`config.mk`:
```
export PLATFORM = sky130hd
export DESIGN_NAME = pts_queue
export DESIGN_NICKNAME = d
export VERILOG_FILES = /design/src/sv/pts_pkg.sv /design/src/sv/pts_queue.sv
export SDC_FILE = /design/constraint.sdc
export NUM_CORES = 1
export LEC_CHECK = 0
export BUFFER_PORTS_ARGS = -buffer_cell sky130_fd_sc_hd__buf_2
export CORE_UTILIZATION = 57
export CTS_CLUSTER_DIAMETER = 30
export CTS_CLUSTER_SIZE = 25
export DETAILED_ROUTE_END_ITERATION = 16
export GPL_TIMING_DRIVEN = 0
export PLACE_DENSITY = 0.79
export SYNTH_ARGS = -nofsm -noshare
export SYNTH_HDL_FRONTEND = slang
export SYNTH_SLANG_ARGS = --single-unit
```
`constraint.sdc`:
```
create_clock -name clk -period 2.9 [get_ports clk]
set_clock_uncertainty 0.05 [all_clocks]
set_input_delay 0.725 -clock clk [delete_from_list [all_inputs] [get_ports clk]]
set_output_delay 0.725 -clock clk [all_outputs]
set_load 0.1 [all_outputs]
```
`src/sv/pts_pkg.sv`:
```
// Shared types, widths and codes for the partial track statistics unit.
// No dependencies; imported by every module of the block.
package pts_pkg;

    localparam int TRACK_W    = 10;
    localparam int OP_W       = 2;
    localparam int FREQ_W     = 24;
    localparam int AMP_W      = 16;
    localparam int SUM_W      = 40;
    localparam int CNT_W      = 16;
    localparam int CFG_IDX_W  = 2;
    localparam int CFG_DATA_W = 24;

    localparam int PTS_TRACKS  = 1024;
    localparam int QUEUE_DEPTH = 4;
    localparam int QPTR_W      = 2;

    localparam logic [OP_W-1:0] OP_ADD   = 2'd0;
    localparam logic [OP_W-1:0] OP_QUERY = 2'd1;
    localparam logic [OP_W-1:0] OP_CLEAR = 2'd2;

    localparam logic [CFG_IDX_W-1:0] CFG_LOW_FREQ  = 2'd0;
    localparam logic [CFG_IDX_W-1:0] CFG_HIGH_FREQ = 2'd1;
    localparam logic [CFG_IDX_W-1:0] CFG_AMP_FLOOR = 2'd2;

    localparam logic [FREQ_W-1:0] FREQ_ONES = {FREQ_W{1'b1}};
    localparam logic [CNT_W-1:0]  CNT_MAX   = {CNT_W{1'b1}};

    typedef struct packed {
        logic [FREQ_W-1:0] min_freq;
        logic [FREQ_W-1:0] max_freq;
        logic [SUM_W-1:0]  freq_sum;
        logic [AMP_W-1:0]  peak_amp;
        logic [CNT_W-1:0]  nodes;
    } entry_t;

    // one queued transaction, already classified by the front end
    typedef struct packed {
        logic [OP_W-1:0]    kind;
        logic               hit;
        logic [TRACK_W-1:0] track;
        logic [FREQ_W-1:0]  freq;
        logic [AMP_W-1:0]   amp;
    } item_t;

    typedef struct packed {
        logic [FREQ_W-1:0] low_freq_limit;
        logic [FREQ_W-1:0] high_freq_limit;
        logic [AMP_W-1:0]  amp_floor;
    } cfg_t;

    typedef struct packed {
        logic [TRACK_W-1:0] track_out;
        logic [FREQ_W-1:0]  lowest_freq;
        logic [FREQ_W-1:0]  highest_freq;
        logic [FREQ_W-1:0]  mean_freq;
        logic [AMP_W-1:0]   peak_amp;
        logic [CNT_W-1:0]   node_count;
        logic               excluded;
        logic               saturated;
    } result_t;

    function automatic entry_t reset_entry();
        entry_t e;
        e.min_freq = FREQ_ONES;
        e.max_freq = '0;
        e.freq_sum = '0;
        e.peak_amp = '0;
        e.nodes    = '0;
        return e;
    endfunction

endpackage

```
`src/sv/pts_queue.sv`:
```
// Short queue between front end and back end.
// Depends on pts_pkg.
module pts_queue
    import pts_pkg::*;
(
    input  logic  clk,
    input  logic  rst_n,
    input  logic  push,
    input  item_t push_data,
    input  logic  pop,
    output item_t head,
    output logic  full,
    output logic  empty
);

    item_t             slot_reg [QUEUE_DEPTH];
    logic [QPTR_W-1:0] wr_ptr_reg, wr_ptr_next;
    logic [QPTR_W-1:0] rd_ptr_reg, rd_ptr_next;
    logic [QPTR_W:0]   count_reg, count_next;

    assign full  = count_reg == (QPTR_W+1)'(QUEUE_DEPTH);
    assign empty = count_reg == '0;
    assign head  = slot_reg[rd_ptr_reg];

    always_comb
    begin
        wr_ptr_next = push ? wr_ptr_reg + 1'b1 : wr_ptr_reg;
        rd_ptr_next = pop ? rd_ptr_reg + 1'b1 : rd_ptr_reg;
        count_next  = count_reg;
        if (push && !pop)
        begin
            count_next = count_reg + 1'b1;
        end
        else if (pop && !push)
        begin
            count_next = count_reg - 1'b1;
        end
    end

    always_ff @(posedge clk or negedge rst_n)
    begin
        if (!rst_n)
        begin
            wr_ptr_reg <= '0;
            rd_ptr_reg <= '0;
            count_reg  <= '0;
        end
        else
        begin
            wr_ptr_reg <= wr_ptr_next;
            rd_ptr_reg <= rd_ptr_next;
            count_reg  <= count_next;
        end
    end

    always_ff @(posedge clk)
    begin
        if (push)
        begin
            slot_reg[wr_ptr_reg] <= push_data;
        end
    end

endmodule

```
# Yosys cells after proc, flatten, opt, wreduce, memory -nomap -nowiden

Memories as Yosys holds them, arrays and structs flattened.
Cells that the tools add are included.

Add/subtract/negate cells: 4
Equality and inequality tests: 1
Mux-type cells: 4
Reductions and logical operators: 6

Operators with widths:

| kind                  | number |
|---|---|
| $mux W3               | 2 |
| $add A2 B1 Y2 const B | 2 |
| $add A3 B1 Y3 const B | 1 |
| $eq A3 B3 Y1 const B  | 1 |
| $logic_not A3 Y1      | 1 |
| $sub A3 B1 Y3 const B | 1 |
| $logic_and A1 B1 Y1   | 2 |
| $logic_not A1 Y1      | 2 |
| $mux W1               | 2 |
| $reduce_bool A2 Y1    | 1 |

Register bits: 7
RAM bits: 212
Input port bits: 57
Word-level logic and storage cells: 19
Memories kept: 1

Memory list:

| memory   | depth | bits a word | read ports | clocked after Yosys merged registers in | write ports | RTL line        | source |
|---|---|---|---|---|---|---|---|
| slot_reg | 4     | 53          | 1          | 0                                       | 1           | pts_queue.sv:16 | `item_t slot_reg [QUEUE_DEPTH];` |

# Depth between registers and ports, before layout

Gate-level depths: netlist of run 1.

Depth in word-level cells: 4
Mapped depth: 7

# Worst setup path before layout of run 1

Ideal clock, no wire load.

Path kind: reg2out
Start: register count_reg[0]
End: output full
Arrival: 2653 ps
Required time: 2125 ps
Setup slack: -528 ps
Stages on the path, launching flop included: 2
Buffers on the path: 0
Cell sequence: dfrtp_1 nor3b_1

Word-level cells in the longest chain between the ends: 1

RTL lines:

| what                   | RTL line        | source |
|---|---|---|
| start, declared        | pts_queue.sv:19 | `logic [QPTR_W:0] count_reg, count_next;` |
| start signal, assigned | pts_queue.sv:52 | `count_reg <= count_next;` |
| $eq A3 B3 Y1           | pts_queue.sv:21 | `assign full = count_reg == (QPTR_W+1)'(QUEUE_DEPTH);` |
| end, declared          | pts_queue.sv:12 | `output logic full,` |

Every way passes these cells.

==> run_results.csv, run 1 <==
group,metric,value,unit
worst_setup_path,ff2ff_path_depth,3,
sta,holdWs,0.02710,ns
die,die_h,121.3,um
sta,max_freq,0.3530,GHz
place,place_congestion,0.7095,
route,wl,14.91,mm
worst_setup_path,cp.required,2.12,ns
route,drtIter0Drc,195,
worst_setup_path,regToRegStartpoint,"wr_ptr_reg[1]",
finish,area_growth_syn_to_layout,24.65,%
route,vias,3728,
sta,relSlewSlack,0.4376,
route,vias_per_cell,5.614,
clocking,clockBufferDepth,3,
route,first_pass_iters,5,
worst_setup_path,worstReg2RegEnd,"slot_reg[1][52]",
clocking,cts-hold-fix-buffers,0,
logic_synthesis,synth_fp_nets,374,
die,core_area,13880,um2
sta,maxSlewViolCount,0,
die,initial_utilization,0.5843,
finish,drive_gt1_frac,0.4865,
place,hpwl,8.138,mm
min_path,min_path_type,"primary input to async pin",
sta,hold_viol,0,
worst_setup_path,worstPathMaxFanout,10,
die,std_cell_rows,43,
logic_synthesis,ys_types,19,
outcome,outcome,"finished, final reports clean",
finish,final_util,0.7283,
worst_setup_path,cp-start-kind,"flip-flop",
logic_synthesis,yosys_warnings,0,
logic_synthesis,ys_ff_latch,219,
clocking,clkSinkCount,219,
clocking,tritoncts,"yes",
clocking,htree_levels,2,
grt,grt_pass1_vias,4095,
sta,timing.final.crit_share,0.9768,
grt,grt_usage,0.2148,
sta,setup_viol,0,
worst_setup_path,r2r_slack,1.07,ns
grt,antenna_found_initial,1,
grt,grt.overflow.total,0,
logic_synthesis,synth_area,8110,um2
die,io_pins,112,
sta,min_period,2.833,ns
logic_synthesis,synth_area_per_cell,26.08,um2
route,drcViolationCount,0,
clocking,numCtsBuffers,35,
route,routedWlPerCell,22.46,um
flow_run,drv_cap,0,
sta,rsz0062_at_grt,"false",
die,dieArea,14710,um2
finish,largest_reg_flops,212,
grt,grt_pass1_wl,22.36,mm
clocking,path_clk_slew,0.05,ns
worst_setup_path,crit_path_end_kind,"output port",
die,fp.dieW,121.3,um
worst_setup_path,cp_data_arrival_time,2.06,ns
sta,worstMarginPinSlew,0.8437,ns
worst_setup_path,crit_type,"flip-flop to output port",
clocking,root_buffer,"clkbuf_16",
finish,fin_nets,522,
sta,tns,0,ns
logic_synthesis,syn_inst,311,
grt,grt_max_degree,54,
clocking,clock_latency,0.48,ns
route,drtAntennaViolNets,0,
logic_synthesis,synth_seq_area_share,0.8065,
place,portBuffers,111,
[metrics by stage]
step	instance area [um2]	setup slack (ns)	std cells
floorplan	8120	0.4476	311
global placement	8901	-0.7153	602
detailed placement	8911	0.5517	602
CTS	10100	0.007609	663
global route	10110	0.005216	663
finish	10110	0.06738	664
[cells by family after synthesis]
group                      after synthesis  share of synthesized area
and+or+nand+nor                          9                   0.006016
AOI/OAI and AO/OA                        1                  0.0006165
muxes                                   54                     0.1509
adders and majority gates                6                    0.01018
DFF                                    219                     0.8065
xor gates and xnor gates                 6                   0.006479
buffers and inverters                   16                    0.01928
[repair_timing]
action,4_1_cts,5_1_grt
setup endpoints to repair,0,4
buffers inserted,0,0
gates resized for setup,0,6
[final cells by class]
class	count	area, um2
clock inverters	24	302.8
plain buffers	12	141.4
well taps	180	225.2
clock buffers	37	883.3
flip-flops and latches	219	6541
fillers	822	3771
diodes	1	2.502
inverters	4	15.01
multi-input cells	76	1433
repair buffers	111	565.5
[worst max-delay path: stages, from the launching register on]
cell and delay, ns:
dfrtp_1 0.34, buf_6 0.21, buf_12 0.19, mux4_2 0.52
buf_2 0.31
[layout by cell type (no fill, tap or decap)]
cell type and n:
ha_1 5, buf_2 113, nor3b_2 1, bufinv_16 6, inv_1 4, dfrtp_1 7
nor2_1 1, o21ai_0 1, clkbuf_1 2, inv_8 2, clkinv_2 6, clkinv_1 2
xor2_1 4, inv_6 2, mux4_1 5, buf_12 5, clkbuf_4 2, diode_2 1
clkinvlp_4 6, and2_4 4, edfxtp_1 212, buf_6 1, fa_1 1, buf_4 2
mux4_2 48, clkbuf_16 35, xnor2_1 2, mux2_2 1, nand2_1 2, nor3_2 1
[synth_stat cells, drive strengths merged]
library cell,instances,area (um2)
fa,1,20.02
edfxtp,212,6366
inv,4,15.01
mux4,53,1212
nand2,2,7.510
dfrtp,7,175.2
nor3b,1,7.510
nor3,1,5.000
xor2,4,35.03
buf,12,141.4
ha,5,62.56
o21ai,1,5.000
mux2,1,11.26
xnor2,2,17.52
nor2,1,3.750
and2,4,25.02
[how the worst max path moves through the flow]
stage                      endpoint     startpoint  slack (ns)  depth (start not counted)
finish                     head[16]  rd_ptr_reg[0]        0.07                          4
detailed placement         head[46]  rd_ptr_reg[0]        0.55                          4
global route               head[13]  rd_ptr_reg[0]       0.005                          4
CTS                        head[19]  rd_ptr_reg[0]       0.008                          4
global placement    slot_reg[0][13]           push       -0.72                          2
floorplan            slot_reg[1][0]           push        0.45                          1
[routing by layer]
layer / vias up / part of all wire / GRT usage
met5: - / 0 / 0
met4: 0 / 0.027 / 0.1049
met3: 30 / 0.063 / 0.05404
met2: 140 / 0.54 / 0.3768
met1: 1923 / 0.37 / 0.2448
li1: 1635 / - / -
Power of run 1 is left out: the tool's default activity adds up to more than one toggle a clock period on the data nets, which glitch-free logic cannot reach.
==> run 2, diff against run 1 <==
--- a/config.mk
+++ b/config.mk
@@ -12,6 +12,7 @@
 export DETAILED_ROUTE_END_ITERATION = 16
 export GPL_TIMING_DRIVEN = 0
 export PLACE_DENSITY = 0.79
+export RECOVER_POWER = 50
 export SYNTH_ARGS = -nofsm -noshare
 export SYNTH_HDL_FRONTEND = slang
 export SYNTH_SLANG_ARGS = --single-unit
==> run_results.csv, run 2 (synthesis results as in run 1) <==
group,metric,value,unit
grt,grt_usage,0.2148,
die,die_h,121.3,um
route,first_pass_iters,4,
outcome,outcome,"finished, final reports clean",
die,fp.dieW,121.3,um
finish,final_common_cell,"edfxtp_1",
clocking,root_buffer,"clkbuf_16",
sta,maxSlewViolCount,0,
sta,rsz0062_at_grt,"false",
worst_setup_path,crit_type,"flip-flop to output port",
worst_setup_path,worstPathMaxFanout,10,
grt,grt.overflow.total,0,
sta,worstMarginPinSlew,1.425,ns
route,drtAntennaViolNets,0,
grt,grt_pass1_vias,4095,
route,wl_met1,5.446,mm
worst_setup_path,cp.required,2.12,ns
sta,relSlewSlack,0.05018,
grt,grt_max_degree,54,
route,vias,3785,
finish,final_util,0.7231,
clocking,clock_latency,0.48,ns
place,place_congestion,0.7095,
clocking,clkSinkCount,219,
place,hpwl,8.138,mm
worst_setup_path,crit_path_end_kind,"output port",
worst_setup_path,cp-start-kind,"flip-flop",
route,wl,14.93,mm
clocking,path_clk_slew,0.05,ns
clocking,htree_levels,2,
min_path,min_path_type,"primary input to async pin",
clocking,cts-hold-fix-buffers,0,
die,initial_utilization,0.5843,
finish,fin_nets,522,
route,dr_wl_met3,965,um
finish,antenna-diode-count,0,
die,std_cell_rows,43,
die,dieArea,14710,um2
finish,fillers,848,
sta,min_period,2.836,ns
finish,area_growth_syn_to_layout,23.76,%
route,drcViolationCount,0,
route,vias_per_cell,5.709,
route,drtIter0Drc,186,
finish,drive_gt1_frac,0.3727,
route,routedWlPerCell,22.52,um
sta,max_freq,0.3526,GHz
place,portBuffers,111,
clocking,numCtsBuffers,35,
die,io_pins,112,
clocking,cts_setup_buffers,0,
route,routed.top_layer,"met4",
sta,timing.final.crit_share,0.9780,
sta,setup_viol,0,
clocking,clockBufferDepth,3,
worst_setup_path,cp_data_arrival_time,2.06,ns
finish,largest_reg_flops,212,
finish,layout_common_cells,"212 x edfxtp_1, 58 x buf_2, 57 x clkbuf_1, 48 x mux4_2, 35 x clkbuf_16",
clocking,tritoncts,"yes",
die,core_area,13880,um2
flow_run,drv_cap,0,
grt,grt_pass1_wl,22.36,mm
grt,antenna_found_initial,0,
route,wl_met2,8.107,mm
sta,hold_viol,0,
[run 2: cell types whose count changed in the layout (fill, tap and decap cells not counted), sizes merged]
cell and delta:
buf -55, clkbuf +55, diode -1
[run 2: cell type report]
cell class / count / area, um2 / share of cell area
multi-input combinational: 76 / 1431 / 0.1426
timing repair buffer: 111 / 496.7 / 0.04949
clock inverter: 24 / 302.8 / 0.03017
clock buffer: 37 / 883.3 / 0.08801
sequential: 219 / 6541 / 0.6517
tap: 180 / 225.2 / 0.02244
inverter: 4 / 15.01 / 0.001496
buffer: 12 / 141.4 / 0.01409
[run 2: metal layers]
metal | track usage | vias up
li1 | - | 1633
met1 | 0.2448 | 1976
met2 | 0.3768 | 145
met3 | 0.05404 | 31
met4 | 0.1049 | 0
met5 | 0 | -
[run 2: metrics by stage]
step	area, um2	hold slack, ns	cells	setup TNS (ns)	setup slack [ns]
floorplan	8120	0.3794	311	0	0.4476
detailed placement	8911	0.4636	602	0	0.5517
CTS	10100	0.01240	663	0	0.007609
global placement	8901	0.4380	602	-148.52	-0.7153
global route	10040	0.1326	663	0	0.005216
finish	10040	0.1043	663	0	0.06380
[run 2: worst max-delay path: stages (launching register included)]
cell and delay [ns]:
dfrtp_1 0.34, buf_6 0.21, buf_12 0.19, mux4_2 0.52
buf_2 0.31
[run 2: final timing paths]
| path | from | end | slack (ns) | depth (start not counted) |
|---|---|---|---|---|
| setup / recovery | rd_ptr_reg[0] | head[16] | 0.06 | 4 |
| hold / removal | rst_n | count_reg[2] | 0.10 | 1 |
| setup reg to reg | wr_ptr_reg[0] | slot_reg[3][29] | 0.76 | 2 |
| hold reg to reg | count_reg[2] | count_reg[2] | 0.48 | 1 |
| max in group asynchronous | rst_n | rd_ptr_reg[0] | 2.38 | 1 |
| min in group clk | push_data[15] | slot_reg[0][15] | 0.44 | 1 |
[run 2: timing repair]
action | 4_1_cts | 5_1_grt
hold endpoints to repair | 0 | 0
endpoints found under the setup margin | 0 | 4
gates resized for setup | 0 | 6
Power of run 2 is left out for the same reason.
==> run 3, diff against run 2 <==
--- a/config.mk
+++ b/config.mk
@@ -6,10 +6,12 @@
 export NUM_CORES = 1
 export LEC_CHECK = 0
 export BUFFER_PORTS_ARGS = -buffer_cell sky130_fd_sc_hd__buf_2
+export CORE_ASPECT_RATIO = 0.6
 export CORE_UTILIZATION = 57
 export CTS_CLUSTER_DIAMETER = 30
 export CTS_CLUSTER_SIZE = 25
 export DETAILED_ROUTE_END_ITERATION = 16
+export GPL_ROUTABILITY_DRIVEN = 0
 export GPL_TIMING_DRIVEN = 0
 export PLACE_DENSITY = 0.79
 export RECOVER_POWER = 50
==> run_results.csv, run 3 (synthesis results as in run 1) <==
group,metric,value,unit
worst_setup_path,path_buf_inv,3,
worst_setup_path,cp.required,2.12,ns
worst_setup_path,slowest_delay,0.42,ns
place,placed_area,8982,um2
clocking,htree_levels,1,
place,dpl_worst_slack,0.5464,ns
clocking,path_clk_slew,0.05,ns
clocking,clock_latency,0.52,ns
die,std_cell_rows,33,
die,io_pins,112,
route,drcViolationCount,0,
clocking,clockBufferDepth,3,
place,hpwl,8.290,mm
worst_setup_path,crit_chain,"buf_2, buf_2, mux4_2, buf_2",
route,drtAntennaViolNets,0,
grt,grt.overflow.total,0,
min_path,hold_path_startpoint,"pop",
finish,final_common_cell,"edfxtp_1",
sta,hold_viol,0,
sta,relSlewSlack,0.04884,
outcome,outcome,"finished, final reports clean",
sta,timing.final.crit_share,0.9783,
sta,max_freq,0.3525,GHz
worst_setup_path,worstPathMaxFanout,10,
sta,worstMarginPinSlew,1.427,ns
route,routedWlPerCell,20.63,um
grt,antenna_found_initial,0,
place,portBuffers,111,
worst_setup_path,regToRegStartpoint,"wr_ptr_reg[0]",
route,vias_per_cell,5.422,
die,dieArea,14730,um2
clocking,tritoncts,"yes",
finish,area_growth_syn_to_layout,22.00,%
place,place_inst,617,
sta,maxSlewViolCount,0,
finish,antenna-diode-count,0,
route,vias,3622,
finish,layout_common_cells,"212 x edfxtp_1, 59 x clkbuf_1, 48 x mux4_2, 36 x buf_4, 29 x clkbuf_16",
route,drtIter0Drc,128,
grt,grt_usage,0.1943,
finish,drive_gt1_frac,0.3487,
sta,setup_viol,0,
finish,largest_reg_flops,212,
worst_setup_path,crit_path_end_kind,"output port",
die,die_h,94.40,um
grt,grt_max_degree,54,
route,first_pass_iters,4,
worst_setup_path,crit_type,"flip-flop to output port",
finish,fillers,834,
clocking,numCtsBuffers,29,
worst_setup_path,critPathLaunch,"rd_ptr_reg[1]",
die,core_area,13750,um2
clocking,root_buffer,"clkbuf_16",
grt,grt_pass1_wl,20.99,mm
sta,fin_ws,0.06281,ns
clocking,clkSinkCount,219,
worst_setup_path,cpMostUsedCell,"buf_2",
worst_setup_path,cp_data_arrival_time,2.06,ns
finish,fin_area,9894,um2
clocking,cts_setup_buffers,0,
finish,fin_nets,520,
die,fp.dieW,156.0,um
die,initial_utilization,0.5899,
worst_setup_path,cp-start-kind,"flip-flop",
finish,layout.cells.non_filler,668,
min_path,min_path_type,"primary input to flip-flop",
worst_setup_path,cp_slowest_cell,"buf_2",
flow_run,drv_cap,0,
worst_setup_path,crit_family,"buffers and inverters",
route,wl,13.78,mm
grt,grt_pass1_vias,3817,
sta,min_period,2.837,ns
run 3: cell types whose count changed in the layout (fill, tap and decap cells not counted), moves of 2 or more:
cell	previous run	this run
and2_2	1	4
and2_4	3	0
buf_12	5	8
buf_2	58	15
buf_4	2	36
bufinv_16	6	1
clkbuf_1	57	59
clkbuf_16	35	29
clkbuf_4	2	11
clkinv_1	2	6
clkinvlp_4	6	3
inv_8	2	0
run 3: layout make-up:
cell class              count  area [um2]  area share
flip-flops and latches    219        6541      0.6611
multi-input cells          76        1428      0.1443
clock buffers              33       740.7     0.07486
repair buffers            115       669.4     0.06765
well taps                 192       240.2     0.02428
plain buffers              12       146.4     0.01480
clock inverters            17       113.9     0.01151
inverters                   4       15.01    0.001517
run 3: routing by layer:
| layer | global-route usage | share of wire | vias up |
|---|---|---|---|
| met1 | 0.2729 | 0.44 | 1851 |
| li1 | - | - | 1628 |
| met4 | 0.04248 | 0.013 | 0 |
| met5 | 0 | 0 | - |
| met2 | 0.3043 | 0.47 | 123 |
| met3 | 0.06196 | 0.080 | 20 |
run 3: stage by stage:
stage	setup TNS [ns]	utilization	hold WS [ns]
2_1_floorplan	0	-	0.3794
3_3_place_gp	-123.95	0.6485	0.4381
3_5_place_dp	0	0.6533	0.4457
4_1_cts	0	0.7194	0.3486
5_1_grt	-0.01577	0.7196	0.3686
6_report	0	0.7196	0.3698
run 3: worst paths after layout:
kind / endpoint / slack [ns] / cells after the start
min in group asynchronous: count_reg[2] / 0.60 / 2
max reg2reg: slot_reg[3][1] / 0.75 / 2
max: head[51] / 0.06 / 4
min: rd_ptr_reg[0] / 0.37 / 2
max in group asynchronous: wr_ptr_reg[1] / 1.93 / 2
min reg2reg: count_reg[2] / 0.45 / 1
run 3: what timing repair did:
| item | 4_1_cts | 5_1_grt |
|---|---|---|
| setup endpoints to repair | 18 | 27 |
| hold buffers | 1 | 0 |
| hold endpoints to repair | 7 | 0 |
| cloned | 0 | 0 |
| pin swaps | 0 | 0 |
| gates resized for setup | 18 | 47 |
run 3: worst reg2reg max path, delay by kind of cell, from the launching register on:
family | cells | cell delay (ns)
flip-flops | 1 | 0.41
AND/OR/NAND/NOR | 1 | 1.09
adder cells (fa/ha/maj) | 1 | 0.16
Power of run 3 is left out for the same reason.
